==> config.mk <==
export PLATFORM = sky130hd
export DESIGN_NAME = usb_endpoint_transfer_sequencer_core
export DESIGN_NICKNAME = d
export VERILOG_FILES = /design/src/uets_pkg.sv /design/src/uets_ram.sv /design/src/uets_alloc.sv /design/src/uets_xfer.sv /design/src/usb_endpoint_transfer_sequencer_core.sv
export SDC_FILE = /design/constraint.sdc
export NUM_CORES = 2
export LEC_CHECK = 0
export BUFFER_PORTS_ARGS = -buffer_cell sky130_fd_sc_hd__buf_2
export CAP_MARGIN = 20
export CORE_MARGIN = 2
export CORE_UTILIZATION = 65
export CTS_BUF_LIST = sky130_fd_sc_hd__clkbuf_4
export DETAILED_ROUTE_END_ITERATION = 12
export PLACE_DENSITY_LB_ADDON = 0.05
export SLEW_MARGIN = 25
export SYNTH_ARGS = -nofsm -noshare
export SYNTH_HDL_FRONTEND = slang
export SYNTH_SLANG_ARGS = --single-unit
==> constraint.sdc <==
create_clock -name aclk -period 11.4 [get_ports aclk]
set_clock_uncertainty 0.2 [all_clocks]
set_input_delay 2.28 -clock aclk [delete_from_list [all_inputs] [get_ports aclk]]
set_output_delay 2.28 -clock aclk [all_outputs]
set_load 0.005 [all_outputs]
==> src/uets_pkg.sv <==
`timescale 1ns / 1ps
// ----------------------------------------------------------------------------
// uets_pkg
// shared types, constants and codes of the usb endpoint transfer sequencer
// ----------------------------------------------------------------------------
package uets_pkg;

    localparam int NUM_ENDPOINTS = 16;
    localparam int BUFFER_BYTES  = 4096;

    localparam int EP_AW   = (NUM_ENDPOINTS > 1) ? $clog2(NUM_ENDPOINTS) : 1;
    localparam int ALLOC_W = $clog2(BUFFER_BYTES) + 1;
    localparam int SUM_W   = ((ALLOC_W > 11) ? ALLOC_W : 11) + 1;

    localparam logic [9:0]  EP0_PACKET  = 10'd64;
    localparam logic [9:0]  SETUP_BYTES = 10'd8;
    localparam logic [10:0] CRC_BYTES   = 11'd2;
    localparam logic [10:0] RX_MAX      = 11'd1023;

    // event codes
    localparam logic [2:0] OP_OPEN      = 3'd0;
    localparam logic [2:0] OP_START     = 3'd1;
    localparam logic [2:0] OP_IN_DONE   = 3'd2;
    localparam logic [2:0] OP_OUT_DONE  = 3'd3;
    localparam logic [2:0] OP_BUS_RESET = 3'd4;
    localparam logic [2:0] OP_SETUP     = 3'd5;

    localparam logic [1:0] KIND_CONTROL = 2'd0;

    typedef enum logic {
        ST_IDLE,
        ST_EXEC
    } seq_state_t;

    typedef struct packed {
        logic [2:0]  op;
        logic [3:0]  endpoint;
        logic        dir_in;
        logic [1:0]  ep_kind;
        logic [9:0]  max_packet;
        logic [15:0] req_bytes;
        logic [10:0] rx_len_with_crc;
    } item_t;

    // per-endpoint transfer entry
    typedef struct packed {
        logic [9:0]  psize;
        logic [15:0] len;
        logic [15:0] pos;
        logic        zld;
    } ep_xfer_t;

    // per-endpoint buffer entry
    typedef struct packed {
        logic [11:0] in_buf;
        logic [11:0] out_buf;
    } ep_buf_t;

    typedef struct packed {
        logic        arm;
        logic [9:0]  arm_length;
        logic        copy_valid;
        logic [15:0] copy_offset;
        logic [9:0]  copy_len;
        logic        complete;
        logic [15:0] complete_bytes;
    } xfer_res_t;

    typedef struct packed {
        logic        valid;
        logic        clear;
        logic [10:0] in_need;
        logic [10:0] out_need;
    } alloc_req_t;

    typedef struct packed {
        logic [ALLOC_W-1:0] in_base;
        logic [ALLOC_W-1:0] out_base;
        logic               overflow;
    } alloc_stat_t;

    typedef struct packed {
        logic        arm;
        logic [9:0]  arm_length;
        logic [11:0] buffer_ptr;
        logic [11:0] setup_ptr;
        logic        copy_valid;
        logic [15:0] copy_offset;
        logic [9:0]  copy_len;
        logic        complete;
        logic [15:0] complete_bytes;
        logic        alloc_overflow;
    } result_t;

endpackage

==> src/uets_ram.sv <==
`timescale 1ns / 1ps
// ----------------------------------------------------------------------------
// uets_ram
// generic single-write, single-read ram with registered read data
// ----------------------------------------------------------------------------
module uets_ram #(
    parameter int WIDTH = 8,
    parameter int DEPTH = 16
) (
    input  logic                                  aclk,
    input  logic                                  we,
    input  logic [((DEPTH > 1) ? $clog2(DEPTH) : 1)-1:0] waddr,
    input  logic [WIDTH-1:0]                      wdata,
    input  logic [((DEPTH > 1) ? $clog2(DEPTH) : 1)-1:0] raddr,
    output logic [WIDTH-1:0]                      rdata
);

    logic [WIDTH-1:0] mem [DEPTH];

    always_ff @(posedge aclk) begin
        if (we) begin
            mem[waddr] <= wdata;
        end
        rdata <= mem[raddr];
    end

endmodule

==> src/uets_alloc.sv <==
`timescale 1ns / 1ps
// ----------------------------------------------------------------------------
// uets_alloc
// in and out packet-buffer bump allocators with overflow check
// ----------------------------------------------------------------------------
module uets_alloc (
    input  logic                 aclk,
    input  logic                 aresetn,
    input  uets_pkg::alloc_req_t req,
    output uets_pkg::alloc_stat_t stat
);

    logic [uets_pkg::ALLOC_W-1:0] in_alloc_reg, in_alloc_next;
    logic [uets_pkg::ALLOC_W-1:0] out_alloc_reg, out_alloc_next;
    logic [uets_pkg::SUM_W-1:0]   in_sum, out_sum;
    logic                         ovf;

    always_comb begin
        stat.in_base  = req.clear ? '0 : in_alloc_reg;
        stat.out_base = req.clear ? '0 : out_alloc_reg;
        in_sum  = uets_pkg::SUM_W'(stat.in_base) + uets_pkg::SUM_W'(req.in_need);
        out_sum = uets_pkg::SUM_W'(stat.out_base) + uets_pkg::SUM_W'(req.out_need);
        ovf = (in_sum > uets_pkg::SUM_W'(uets_pkg::BUFFER_BYTES)) ||
              (out_sum > uets_pkg::SUM_W'(uets_pkg::BUFFER_BYTES));
        stat.overflow = ovf;

        in_alloc_next  = in_alloc_reg;
        out_alloc_next = out_alloc_reg;
        if (req.valid) begin
            if (ovf) begin
                // nothing advances, but a bus reset still clears
                in_alloc_next  = stat.in_base;
                out_alloc_next = stat.out_base;
            end else begin
                in_alloc_next  = in_sum[uets_pkg::ALLOC_W-1:0];
                out_alloc_next = out_sum[uets_pkg::ALLOC_W-1:0];
            end
        end
    end

    always_ff @(posedge aclk) begin
        if (!aresetn) begin
            in_alloc_reg  <= '0;
            out_alloc_reg <= '0;
        end else begin
            in_alloc_reg  <= in_alloc_next;
            out_alloc_reg <= out_alloc_next;
        end
    end

    // allocators never pass the buffer size
    assert property (@(posedge aclk) disable iff (!aresetn)
        (32'(in_alloc_reg) <= 32'(uets_pkg::BUFFER_BYTES)) &&
        (32'(out_alloc_reg) <= 32'(uets_pkg::BUFFER_BYTES)))
        else $error("allocator beyond buffer size");

    // an overflowing request without clear leaves the allocators alone
    assert property (@(posedge aclk) disable iff (!aresetn)
        (req.valid && ovf && !req.clear) |=>
            ($stable(in_alloc_reg) && $stable(out_alloc_reg)))
        else $error("allocator advanced on overflow");

endmodule

==> src/uets_xfer.sv <==
`timescale 1ns / 1ps
// ----------------------------------------------------------------------------
// uets_xfer
// transfer update of one endpoint entry for start, in done and out done
// ----------------------------------------------------------------------------
module uets_xfer (
    input  uets_pkg::item_t     item,
    input  uets_pkg::ep_xfer_t  ent_in,
    output uets_pkg::ep_xfer_t  ent_out,
    output uets_pkg::xfer_res_t res
);

    logic [15:0] len_e, pos_e, remain;
    logic        zld_e, active, in_path, fin;
    logic [9:0]  pkt, rx;
    logic [10:0] rx_full;
    logic [16:0] rx_sum;

    always_comb begin
        // a start resets the transfer before the first packet
        len_e = (item.op == uets_pkg::OP_START) ? item.req_bytes : ent_in.len;
        pos_e = (item.op == uets_pkg::OP_START) ? 16'd0 : ent_in.pos;
        zld_e = (item.op == uets_pkg::OP_START) ? 1'b0 : ent_in.zld;

        remain = len_e - pos_e;
        pkt    = (remain > {6'd0, ent_in.psize}) ? ent_in.psize : remain[9:0];
        active = (len_e != 16'd0) && (pos_e < len_e);

        // strip crc, clamp to a packet field
        rx_full = (item.rx_len_with_crc < uets_pkg::CRC_BYTES) ? 11'd0 :
                  item.rx_len_with_crc - uets_pkg::CRC_BYTES;
        rx      = (rx_full > uets_pkg::RX_MAX) ? 10'd1023 : rx_full[9:0];
        rx_sum  = {1'b0, pos_e} + {7'd0, rx};

        in_path = (item.op == uets_pkg::OP_IN_DONE) ||
                  ((item.op == uets_pkg::OP_START) && item.dir_in);

        ent_out       = ent_in;
        ent_out.len   = len_e;
        ent_out.pos   = pos_e;
        ent_out.zld   = zld_e;
        res           = '0;
        fin           = 1'b0;

        if ((item.op == uets_pkg::OP_START) && !item.dir_in) begin
            res.arm        = 1'b1;
            res.arm_length = ent_in.psize;
        end else if (in_path) begin
            if (zld_e) begin
                fin = 1'b1;
            end else if (active) begin
                res.arm         = 1'b1;
                res.arm_length  = pkt;
                res.copy_valid  = 1'b1;
                res.copy_offset = pos_e;
                res.copy_len    = pkt;
                ent_out.pos     = pos_e + {6'd0, pkt};
            end else begin
                fin = 1'b1;
                if (len_e == 16'd0) begin
                    res.arm     = 1'b1;
                    ent_out.zld = 1'b1;
                end
            end
        end else begin
            if (zld_e) begin
                fin = 1'b1;
            end else if (active) begin
                res.copy_valid  = 1'b1;
                res.copy_offset = pos_e;
                res.copy_len    = rx;
                ent_out.pos     = rx_sum[16] ? 16'hFFFF : rx_sum[15:0];
                if (rx != ent_in.psize) begin
                    fin = 1'b1;
                end else begin
                    res.arm        = 1'b1;
                    res.arm_length = ent_in.psize;
                end
            end else begin
                fin = 1'b1;
                if (len_e == 16'd0) begin
                    res.arm        = 1'b1;
                    res.arm_length = ent_in.psize;
                    ent_out.zld    = 1'b1;
                end
            end
        end

        // start never reports completion
        if (fin && (item.op != uets_pkg::OP_START)) begin
            res.complete       = 1'b1;
            res.complete_bytes = ent_out.pos;
        end
    end

endmodule

==> src/usb_endpoint_transfer_sequencer_core.sv <==
`timescale 1ns / 1ps
// ----------------------------------------------------------------------------
// usb_endpoint_transfer_sequencer_core
// usb device endpoint sequencer: allocation, packet split, completion
// ----------------------------------------------------------------------------
// Each input item is one device event (open, start transfer, in done, out
// done, bus reset, setup received) and gives exactly one result item. Per
// endpoint state lives in two small rams: a transfer ram (packet size, length,
// position, zero-length mark) and a buffer ram (in and out buffer offsets),
// each read on the accept edge and written back in the execute state. The
// accept in the idle state registers the ram read; the execute state computes
// and writes back. The next item is taken back in idle, while the previous
// result may still sit in the output register, as long as that register is
// empty or being drained. Valid bits make never-written endpoint
// entries read as zero, so no clearing pass is needed after reset. The two
// buffer allocators and the endpoint 0 setup slot are plain registers.
// ----------------------------------------------------------------------------
module usb_endpoint_transfer_sequencer_core (
    input  logic        aclk,
    input  logic        aresetn,

    input  logic        s_tvalid,
    output logic        s_tready,
    // endpoint[3:0], max_packet[13:4], req_bytes[29:14],
    // rx_len_with_crc[40:30], zero fill above
    input  logic [47:0] s_tdata,
    // op[2:0], dir_in[3], ep_kind[5:4]
    input  logic [5:0]  s_tuser,

    output logic        m_tvalid,
    input  logic        m_tready,
    // arm_length[9:0], buffer_ptr[21:10], setup_ptr[33:22], copy_offset[49:34],
    // copy_len[59:50], complete_bytes[75:60], zero fill above
    output logic [79:0] m_tdata,
    // arm[0], copy_valid[1], complete[2], alloc_overflow[3]
    output logic [3:0]  m_tuser
);

    localparam int EP_AW    = uets_pkg::EP_AW;
    localparam int XW       = $bits(uets_pkg::ep_xfer_t);
    localparam int BW       = $bits(uets_pkg::ep_buf_t);
    localparam int NUM_EP_W = uets_pkg::NUM_ENDPOINTS;

    uets_pkg::seq_state_t state_reg, state_next;
    uets_pkg::item_t      in_item, item_reg;
    uets_pkg::result_t    res, res_reg;
    logic                 out_valid_reg;

    logic                 accept;
    logic                 in_ctrl_open;
    logic [EP_AW-1:0]     a_raddr, b_raddr, a_addr_reg, b_addr_reg;

    logic [NUM_EP_W-1:0]  a_valid_reg, a_valid_next;
    logic [NUM_EP_W-1:0]  b_valid_reg, b_valid_next;
    logic                 a_hit_reg, b_hit_reg;

    logic [XW-1:0]        a_rdata;
    logic [BW-1:0]        b_rdata;
    uets_pkg::ep_xfer_t   ent_a, ent_a_wr, xfer_ent;
    uets_pkg::ep_buf_t    ent_b, ent_b_wr;
    logic                 a_we, b_we;
    uets_pkg::xfer_res_t  xfer_res;

    uets_pkg::alloc_req_t  areq;
    uets_pkg::alloc_stat_t astat;

    logic [11:0]          setup_reg, setup_next;
    logic                 valid_ep, is_open, open_ctrl;
    logic [9:0]           open_mps;
    logic [31:0]          in_base_w, out_base_w, slot_w;

    // ------------------------------------------------------------------
    // input unpack
    // ------------------------------------------------------------------
    always_comb begin
        in_item.op              = s_tuser[2:0];
        in_item.dir_in          = s_tuser[3];
        in_item.ep_kind         = s_tuser[5:4];
        in_item.endpoint        = s_tdata[3:0];
        in_item.max_packet      = s_tdata[13:4];
        in_item.req_bytes       = s_tdata[29:14];
        in_item.rx_len_with_crc = s_tdata[40:30];
    end

    assign s_tready = (state_reg == uets_pkg::ST_IDLE) && (!out_valid_reg || m_tready);
    assign accept   = s_tvalid && s_tready;

    // bus reset, setup and control open touch the endpoint 0 buffers
    assign in_ctrl_open = (in_item.op == uets_pkg::OP_OPEN) &&
                          (in_item.ep_kind == uets_pkg::KIND_CONTROL);
    assign a_raddr = (in_item.op == uets_pkg::OP_BUS_RESET) ? '0 :
                     in_item.endpoint[EP_AW-1:0];
    assign b_raddr = ((in_item.op == uets_pkg::OP_BUS_RESET) ||
                      (in_item.op == uets_pkg::OP_SETUP) || in_ctrl_open) ? '0 :
                     in_item.endpoint[EP_AW-1:0];

    // ------------------------------------------------------------------
    // endpoint state rams
    // ------------------------------------------------------------------
    uets_ram #(.WIDTH(XW), .DEPTH(uets_pkg::NUM_ENDPOINTS)) u_xfer_ram (
        .aclk  (aclk),
        .we    (a_we),
        .waddr (a_addr_reg),
        .wdata (ent_a_wr),
        .raddr (a_raddr),
        .rdata (a_rdata)
    );

    uets_ram #(.WIDTH(BW), .DEPTH(uets_pkg::NUM_ENDPOINTS)) u_buf_ram (
        .aclk  (aclk),
        .we    (b_we),
        .waddr (b_addr_reg),
        .wdata (ent_b_wr),
        .raddr (b_raddr),
        .rdata (b_rdata)
    );

    // entries never written read as zero
    assign ent_a = a_hit_reg ? uets_pkg::ep_xfer_t'(a_rdata) : '0;
    assign ent_b = b_hit_reg ? uets_pkg::ep_buf_t'(b_rdata) : '0;

    // ------------------------------------------------------------------
    // transfer step and allocators
    // ------------------------------------------------------------------
    uets_xfer u_xfer (
        .item    (item_reg),
        .ent_in  (ent_a),
        .ent_out (xfer_ent),
        .res     (xfer_res)
    );

    assign valid_ep  = (32'(item_reg.endpoint) < 32'(uets_pkg::NUM_ENDPOINTS));
    assign is_open   = (item_reg.op == uets_pkg::OP_BUS_RESET) ||
                       ((item_reg.op == uets_pkg::OP_OPEN) && valid_ep);
    assign open_ctrl = (item_reg.op == uets_pkg::OP_BUS_RESET) ||
                       (item_reg.ep_kind == uets_pkg::KIND_CONTROL);
    assign open_mps  = (item_reg.op == uets_pkg::OP_BUS_RESET) ? uets_pkg::EP0_PACKET :
                       item_reg.max_packet;

    always_comb begin
        areq.valid    = (state_reg == uets_pkg::ST_EXEC) && is_open;
        areq.clear    = (item_reg.op == uets_pkg::OP_BUS_RESET);
        areq.in_need  = '0;
        areq.out_need = '0;
        if (open_ctrl) begin
            areq.in_need  = {1'b0, open_mps};
            areq.out_need = {1'b0, open_mps} + {1'b0, uets_pkg::SETUP_BYTES};
        end else if (item_reg.dir_in) begin
            areq.in_need  = {1'b0, open_mps};
        end else begin
            areq.out_need = {1'b0, open_mps};
        end
    end

    uets_alloc u_alloc (
        .aclk    (aclk),
        .aresetn (aresetn),
        .req     (areq),
        .stat    (astat)
    );

    assign in_base_w  = 32'(astat.in_base);
    assign out_base_w = 32'(astat.out_base);
    assign slot_w     = out_base_w + 32'(open_mps);

    // ------------------------------------------------------------------
    // event decode: result, write-back data
    // ------------------------------------------------------------------
    always_comb begin
        res          = '0;
        ent_a_wr     = ent_a;
        ent_b_wr     = ent_b;
        a_we         = 1'b0;
        b_we         = 1'b0;
        setup_next   = setup_reg;

        if (state_reg == uets_pkg::ST_EXEC) begin
            if (is_open) begin
                ent_a_wr.psize     = open_mps;
                a_we               = 1'b1;
                b_we               = 1'b1;
                res.alloc_overflow = astat.overflow;
                if (open_ctrl) begin
                    ent_b_wr.in_buf  = in_base_w[11:0];
                    ent_b_wr.out_buf = out_base_w[11:0];
                    setup_next       = slot_w[11:0];
                    res.arm          = 1'b1;
                    res.arm_length   = uets_pkg::SETUP_BYTES;
                    res.buffer_ptr   = in_base_w[11:0];
                end else if (item_reg.dir_in) begin
                    ent_b_wr.in_buf  = in_base_w[11:0];
                    res.buffer_ptr   = in_base_w[11:0];
                end else begin
                    ent_b_wr.out_buf = out_base_w[11:0];
                    res.buffer_ptr   = out_base_w[11:0];
                end
            end else if (item_reg.op == uets_pkg::OP_SETUP) begin
                res.arm        = 1'b1;
                res.arm_length = uets_pkg::SETUP_BYTES;
                res.buffer_ptr = ent_b.out_buf;
            end else if (valid_ep && ((item_reg.op == uets_pkg::OP_START) ||
                                      (item_reg.op == uets_pkg::OP_IN_DONE) ||
                                      (item_reg.op == uets_pkg::OP_OUT_DONE))) begin
                ent_a_wr           = xfer_ent;
                a_we               = 1'b1;
                res.arm            = xfer_res.arm;
                res.arm_length     = xfer_res.arm_length;
                res.copy_valid     = xfer_res.copy_valid;
                res.copy_offset    = xfer_res.copy_offset;
                res.copy_len       = xfer_res.copy_len;
                res.complete       = xfer_res.complete;
                res.complete_bytes = xfer_res.complete_bytes;
                if ((item_reg.op == uets_pkg::OP_IN_DONE) ||
                    ((item_reg.op == uets_pkg::OP_START) && item_reg.dir_in)) begin
                    res.buffer_ptr = ent_b.in_buf;
                end else begin
                    res.buffer_ptr = ent_b.out_buf;
                end
            end
        end
        // setup slot as it stands after this event
        res.setup_ptr = setup_next;
    end

    always_comb begin
        a_valid_next = a_valid_reg;
        b_valid_next = b_valid_reg;
        if (a_we) begin
            a_valid_next[a_addr_reg] = 1'b1;
        end
        if (b_we) begin
            b_valid_next[b_addr_reg] = 1'b1;
        end
    end

    // ------------------------------------------------------------------
    // sequencer
    // ------------------------------------------------------------------
    always_comb begin
        state_next = state_reg;
        case (state_reg)
            uets_pkg::ST_IDLE: begin
                if (accept) begin
                    state_next = uets_pkg::ST_EXEC;
                end
            end
            uets_pkg::ST_EXEC: begin
                state_next = uets_pkg::ST_IDLE;
            end
            default: begin
                state_next = uets_pkg::ST_IDLE;
            end
        endcase
    end

    always_ff @(posedge aclk) begin
        if (!aresetn) begin
            state_reg     <= uets_pkg::ST_IDLE;
            out_valid_reg <= 1'b0;
            a_valid_reg   <= '0;
            b_valid_reg   <= '0;
            setup_reg     <= '0;
        end else begin
            state_reg   <= state_next;
            a_valid_reg <= a_valid_next;
            b_valid_reg <= b_valid_next;
            setup_reg   <= setup_next;
            if (state_reg == uets_pkg::ST_EXEC) begin
                out_valid_reg <= 1'b1;
            end else if (m_tready) begin
                out_valid_reg <= 1'b0;
            end
        end
    end

    // payload registers
    always_ff @(posedge aclk) begin
        if (accept) begin
            item_reg   <= in_item;
            a_addr_reg <= a_raddr;
            b_addr_reg <= b_raddr;
            a_hit_reg  <= a_valid_reg[a_raddr];
            b_hit_reg  <= b_valid_reg[b_raddr];
        end
        if (state_reg == uets_pkg::ST_EXEC) begin
            res_reg <= res;
        end
    end

    // ------------------------------------------------------------------
    // result pack
    // ------------------------------------------------------------------
    assign m_tvalid = out_valid_reg;
    assign m_tdata  = {4'd0,
                       res_reg.complete_bytes,
                       res_reg.copy_len,
                       res_reg.copy_offset,
                       res_reg.setup_ptr,
                       res_reg.buffer_ptr,
                       res_reg.arm_length};
    assign m_tuser  = {res_reg.alloc_overflow,
                       res_reg.complete,
                       res_reg.copy_valid,
                       res_reg.arm};

    // ------------------------------------------------------------------
    // assertions
    // ------------------------------------------------------------------
    assert property (@(posedge aclk) disable iff (!aresetn)
        accept |=> (state_reg == uets_pkg::ST_EXEC))
        else $error("accepted item not executed");

    assert property (@(posedge aclk) disable iff (!aresetn)
        (state_reg == uets_pkg::ST_EXEC) |=>
            ((state_reg == uets_pkg::ST_IDLE) && out_valid_reg))
        else $error("execute did not yield a result");

    assert property (@(posedge aclk) disable iff (!aresetn)
        (state_reg == uets_pkg::ST_EXEC) |-> (!s_tready && !out_valid_reg))
        else $error("result register busy during execute");

    assert property (@(posedge aclk) disable iff (!aresetn)
        (a_we || b_we) |-> (state_reg == uets_pkg::ST_EXEC))
        else $error("ram write outside execute");

endmodule

---- After elaboration in Yosys (flattened, before gate mapping) ----
Memory sizes are Yosys's and may differ from the RTL's. A register that Yosys moved wholly into a read port is not among the register bits.
Cells that the tools add are included.
storage, ports and cells
  RAM bits ................................ 1072
  bits of input ports ..................... 58
  bits in latches ......................... 0
  logic and storage cells ................. 181
  memories kept ........................... 2
  flip-flop bits (word level) ............. 205
  output and inout bits ................... 86
  ROM bits ................................ 0
memory list
  memory          depth  bits a word  read ports  clocked after Yosys merged registers in  write ports  line            source
  u_xfer_ram.mem  16     43           1           1                                        1            uets_ram.sv:18  logic [WIDTH-1:0] mem [DEPTH];
  u_buf_ram.mem   16     24           1           1                                        1            uets_ram.sv:18
cells by class
  multipliers ............................. 0
  reductions and logical operators ........ 31
  div/mod/pow operators ................... 0
  bitwise logic cells ..................... 5
  $add $sub $neg .......................... 8
  magnitude comparators ................... 12
  muxes and demuxes ....................... 87
  shifts and indexed selects .............. 0
  equal/unequal tests ..................... 9
operators by type and width
  operator              number
  $mux 38               3
  $mux 33               3
  $mux 12               8
  $mux 24               4
  $mux 43               2
  $mux 17               5
  $mux 16               5
  $mux 23               3
  $mux 11               6
  $mux 10               6
  $mux 13               4
  $mux 37               1
  $or 16x16->16         2
  $gt 14x13->1 const B  2
  $mux 1                28
  $mux 27               1
  $mux 21               1
  $lt 4x5->1 const B    4
  $add 16x10->17        1
  $add 16x10->16        1
  $gt 16x10->1          1
  $logic_not 16->1      1
  $lt 16x16->1          1
  $reduce_bool 16->1    1
  other kinds (27)      58

---- Logic depth before layout (Yosys ltp) ----
  depth in word-level cells ............... 14
  gate-level depth with buffers ........... 34
  depth with buffers taken out ............ 29

---- Hierarchy ----
A second synthesis with hierarchy kept.
second synthesis, totals
  cells, all modules ...................... 3744
  area total of the unflattened synthesis .. 58217.1 um2
by module, submodules not included
  module                                times used  area each (um2)  sequential area each (um2)  cells each
  uets_ram at u_xfer_ram                1           26639.3          21520.6                     1116
  uets_ram at u_buf_ram                 1           14930.6          12011.5                     636
  usb_endpoint_transfer_sequencer_core  1           9427.8           5034.8                      932
  uets_xfer                             1           4714.5           0.0                         745
  uets_alloc                            1           2504.9           520.5                       315

---- Least setup slack after synthesis ----
OpenSTA, ideal clock, no wires.
  kind .................................... register -> register
  from .................................... reg item_reg[44] in the netlist's numbering
  to ...................................... mem u_xfer_ram.mem[0][15] in the netlist's numbering, data pin
  stages on the path, launching flop included .. 34
  slack ................................... 3.156 ns
  data arrival time ....................... 7.714 ns
  setup time .............................. 0.330 ns
  required time ........................... 10.870 ns
  cell sequence ........................... edfxtp_1 -> or3b_1 -> buf_6 -> buf_2 -> clkbuf_1 -> clkbuf_1 -> nand3_1 -> ha_1 -> nor2b_1 -> o21ai_0 -> a21boi_0 -> o31a_1 -> o21ai_0 -> a2111oi_0 -> a211oi_1 -> inv_1 -> ha_1 -> nand2_1 -> o32a_1 -> a211oi_1 -> nand3_1 -> clkbuf_1 -> mux2i_1 -> ha_1 -> fa_1 -> a21o_1 -> a21oi_1 -> nor2_1 -> o21ai_0 -> o21ai_0 -> nand3_1 -> xor2_1 -> o22ai_1 -> o21ai_0
RTL lines
  element                 line                                         source
  from (decl)             usb_endpoint_transfer_sequencer_core.sv:45   uets_pkg::item_t in_item, item_reg;
  from (signal assigned)  usb_endpoint_transfer_sequencer_core.sv:279  item_reg <= in_item;
  to (decl)               uets_ram.sv:18

==> results.md <==
* FF-to-FF setup slack at 1.90 ns
* Reg-to-Reg End: u_xfer_ram.mem[1][11]
* Max reg flops at 688
* Critical Path Start Type: flip-flop
* Largest net degree at the start of global routing at ~180
* Setup bufs post-CTS at 0
* Largest family of logic cells by synthesized area: compound AO/OA/AOI/OAI gates
* Layout cells sized above 1 at 21.3%
* Final non-filler cell total at 6107
* Hold-fix buffers, CTS at 0
* Vias at roughly 40k
* Least-Margin Pin Slew at 1.20 ns
* Final Setup Violations at 0
* Fin nets at 4829
* I/O pins at 144
* Reg2reg start: item_reg[46]
* CP required at around 12 ns
* Via density at between 6 and 7
* Synth cell types at 84
* Core area at 86600 sq um
* CTS resizes at 0
* Worst setup path endpoint: u_xfer_ram.mem[1][11]
* Die height at 300 um
* First-pass GRT wire length at 226000 um
* Met2 usage at 50.1%
* Syn_area_per_cell at 13.1 sq um
* Crit path capture type: flip-flop
* Final wirelength at 154000 um
* Final Power at 11.0 mW
* Root Driver: clkbuf_4
* Via count of the first global-routing pass at 37.6k
* Row count at 108
* DP HPWL at 87700 um
* RSZ-0062 raised after global routing: false
* CTS tree: yes
* Complex-gate fraction of the synthesized area at 13.2%
* Layout area overhead at 12.3%
* Slowest stage delay, CP at 0.82 ns
* Post-synthesis sequential area ratio at 68.7%
* Total power divided by cell area at 172 nW/um^2
* Leak Pwr at 22.7 nW
* CP arrival at 10.18 ns
* Outcome: finished, final reports clean
* Setup TNS at 0 ns
* H-Tree Depth at 5
* Adder-cell share of the synthesized area at 1.95%
* Final Slew Violations at 0
* Dpl cells at 5486
* XOR/XNOR Fraction of Synth Area at 0.802%
* Synth Area in Simple Gates at under 10%
* Synthesized netlist cell count at 4348
* Gr ovfl total at 0
* Worst Hold Class: flip-flop to flip-flop
* Synth Cell Area at 56800 sq um
* CP startpoint: item_reg[46]
* Final Cycle Share at between 80% and 90%
* CTS clk-pin slew, worst paths at roughly 0.060 ns
* WHS Path Cells at 2
* Worst-skew pair later-pin latency at approximately 1.2 ns
* GP Congestion at 0.955
* Yosys warns at 0
* Post-route ant nets at 0
* Setup CP Type: flip-flop to flip-flop
* Peak supply drop at approximately 0.15 mV
* Final worst slack at 1.90 ns
* DR pass1 iterations at 7
* Seq cells post-synth at roughly 1.3k
* Worst rel slew slack at 19.7%
* Drt drc at 0
* Initial Util at 65.5%
* Number of synthesized flops with an enable pin at 1205
* TritonCTS Buffers at 348
* Min Tclk post-route at 9.50 ns
* Total track usage at 33.8%
* Wire per inst at 25.2 um
* Die width at roughly 300 um
* Met1 Usage GRT at 50.1%
* Final Hold Fails at 0
* Setup WS pre-CTS at 2.03 ns
* Initial antenna violation count at 5
* GR Util met3 at 7.68%
* Fmax at 0.105 GHz
* CP Max Fanout at 22
* Layer with the highest usage: met2
* DRT iter0 DRCs at 4922
* Path depth of the worst reg2reg path at 29
* Largest Register: u_xfer_ram.mem
* Mux share of post-synthesis cell area at 3.66%
* Max Cap Viol at 0
* Clk sinks at 1344
* Ys async rst share at 0%
* Post-synth top flop: edfxtp_1
* Die area at 89700 sq um
* Port-buffer cells at 132
* CP max stage cell: or3b_2
* Max Buffers Root-to-Sink at 4
==> cell type report <==
class | count | area (sq um)
Antenna cell | 10 | 25.0
Multi-Input combinational cell | 2619 | 16600
Timing Repair Buffer | 264 | 1810
Tap cell | 1155 | 1450
Clock buffer | 534 | 4010
Sequential cell | 1344 | 39000
Fill cell | 5752 | 22900
Clock inverter | 72 | 430
Inverter | 109 | 417
==> how the worst min path moves through the flow <==
stage / endpoint / startpoint
global placement: b_valid_reg[13] / b_valid_reg[13]
detailed placement: b_valid_reg[15] / b_valid_reg[15]
CTS: b_valid_reg[15] / b_valid_reg[15]
finish: b_valid_reg[15] / b_valid_reg[15]
floorplan: b_valid_reg[11] / b_valid_reg[11]
global route: b_valid_reg[9] / b_valid_reg[9]
==> placed cells by master, fill, tap and decap left out, types with 14 or more instances in the layout <==
cell type	Yosys	layout
a21oi_1	254	247
o21a_1	22	22
nand2_1	570	561
edfxtp_1	1205	1205
mux2_2	136	136
mux2i_1	53	53
nand3_1	93	93
xor2_1	20	20
a311oi_1	137	137
buf_4	4	124
o21ai_0	180	176
buf_2	5	130
nor2_4	0	23
nand4_1	17	17
nor2_2	8	14
nor2_1	209	180
a221oi_1	55	55
a22o_1	20	20
ha_1	79	79
nand2b_1	21	21
clkinv_1	0	51
clkbuf_4	0	534
o22ai_1	193	192
xnor2_1	32	32
a31oi_1	80	80
inv_1	106	105
o32ai_1	27	27
dfxtp_1	139	138
a21o_1	24	24
and2_1	41	38
o221ai_1	24	24
a211oi_1	14	14
and3_1	14	14
a21boi_0	14	14
nor2b_1	40	40
nor3_1	79	71
==> worst max-delay path: cells and delay by family (launching register included) <==
family                     cells  cell delay (ns)
xor gates and xnor gates       1             0.27
buffers and inverters          1             0.07
adders and majority gates      5             1.82
DFF                            1             0.38
and+or+nand+nor                7             1.95
muxes                          3             1.39
AOI/OAI and AO/OA             12             3.06
==> kinds of logic (layout without fill, tap and decap cells) <==
family                     Yosys count  after routing
DFF                               1344           1344
and+or+nand+nor                   1157           1157
xor gates and xnor gates            52             52
muxes                              190            190
adders and majority gates           85             85
buffers and inverters              388            979
other                                1             14
AOI/OAI and AO/OA                 1131           1131
==> where the power goes <==
| part | leakage, nW | switching [mW] | internal [mW] |
|---|---|---|---|
| registers | 12.2 | 0.0617 | 5.54 |
| clock network | 2.66 | 1.88 | 2.24 |
| logic | 7.79 | 0.858 | 0.397 |
| total | 22.7 | 2.80 | 8.17 |
==> per-layer routing <==
layer | routed length, um | share of wire (%)
met1 | 61900 | 40
met2 | 69000 | 45
met3 | 19100 | 12
met4 | 3610 | 2.3
met5 | 24 | 0.016
==> cell usage after synthesis, types with 21 or more instances <==
cell type	number	area, sq um
nand2_1	570	2140
nand3_1	93	465
o21ai_0	180	901
buf_1	28	105
edfxtp_1	1205	36200
ha_1	79	988
a31oi_1	80	500
a21oi_1	254	1270
nor2_1	209	785
nor3_1	79	395
o221ai_1	24	210
a221oi_1	55	482
o21a_1	22	165
nor2b_1	40	250
a21o_1	24	180
clkbuf_1	239	897
o32ai_1	27	236
xnor2_1	32	280
dfxtp_1	139	2780
and2_1	41	257
mux2_2	136	1530
nand2b_1	21	131
inv_1	106	398
a311oi_1	137	1200
o22ai_1	193	1210
mux2i_1	53	531
==> through the flow <==
stage / hold slack [ns] / utilization (%) / cell area (sq um)
floorplan: 0.235 / - / 56800
global placement: 0.246 / 68.2 / 59000
detailed placement: 0.259 / 68.2 / 59100
CTS: 0.272 / 73.4 / 63500
global route: 0.298 / 73.6 / 63700
finish: 0.269 / 73.6 / 63700
Note: power is estimated with default switching activity, not from simulation.
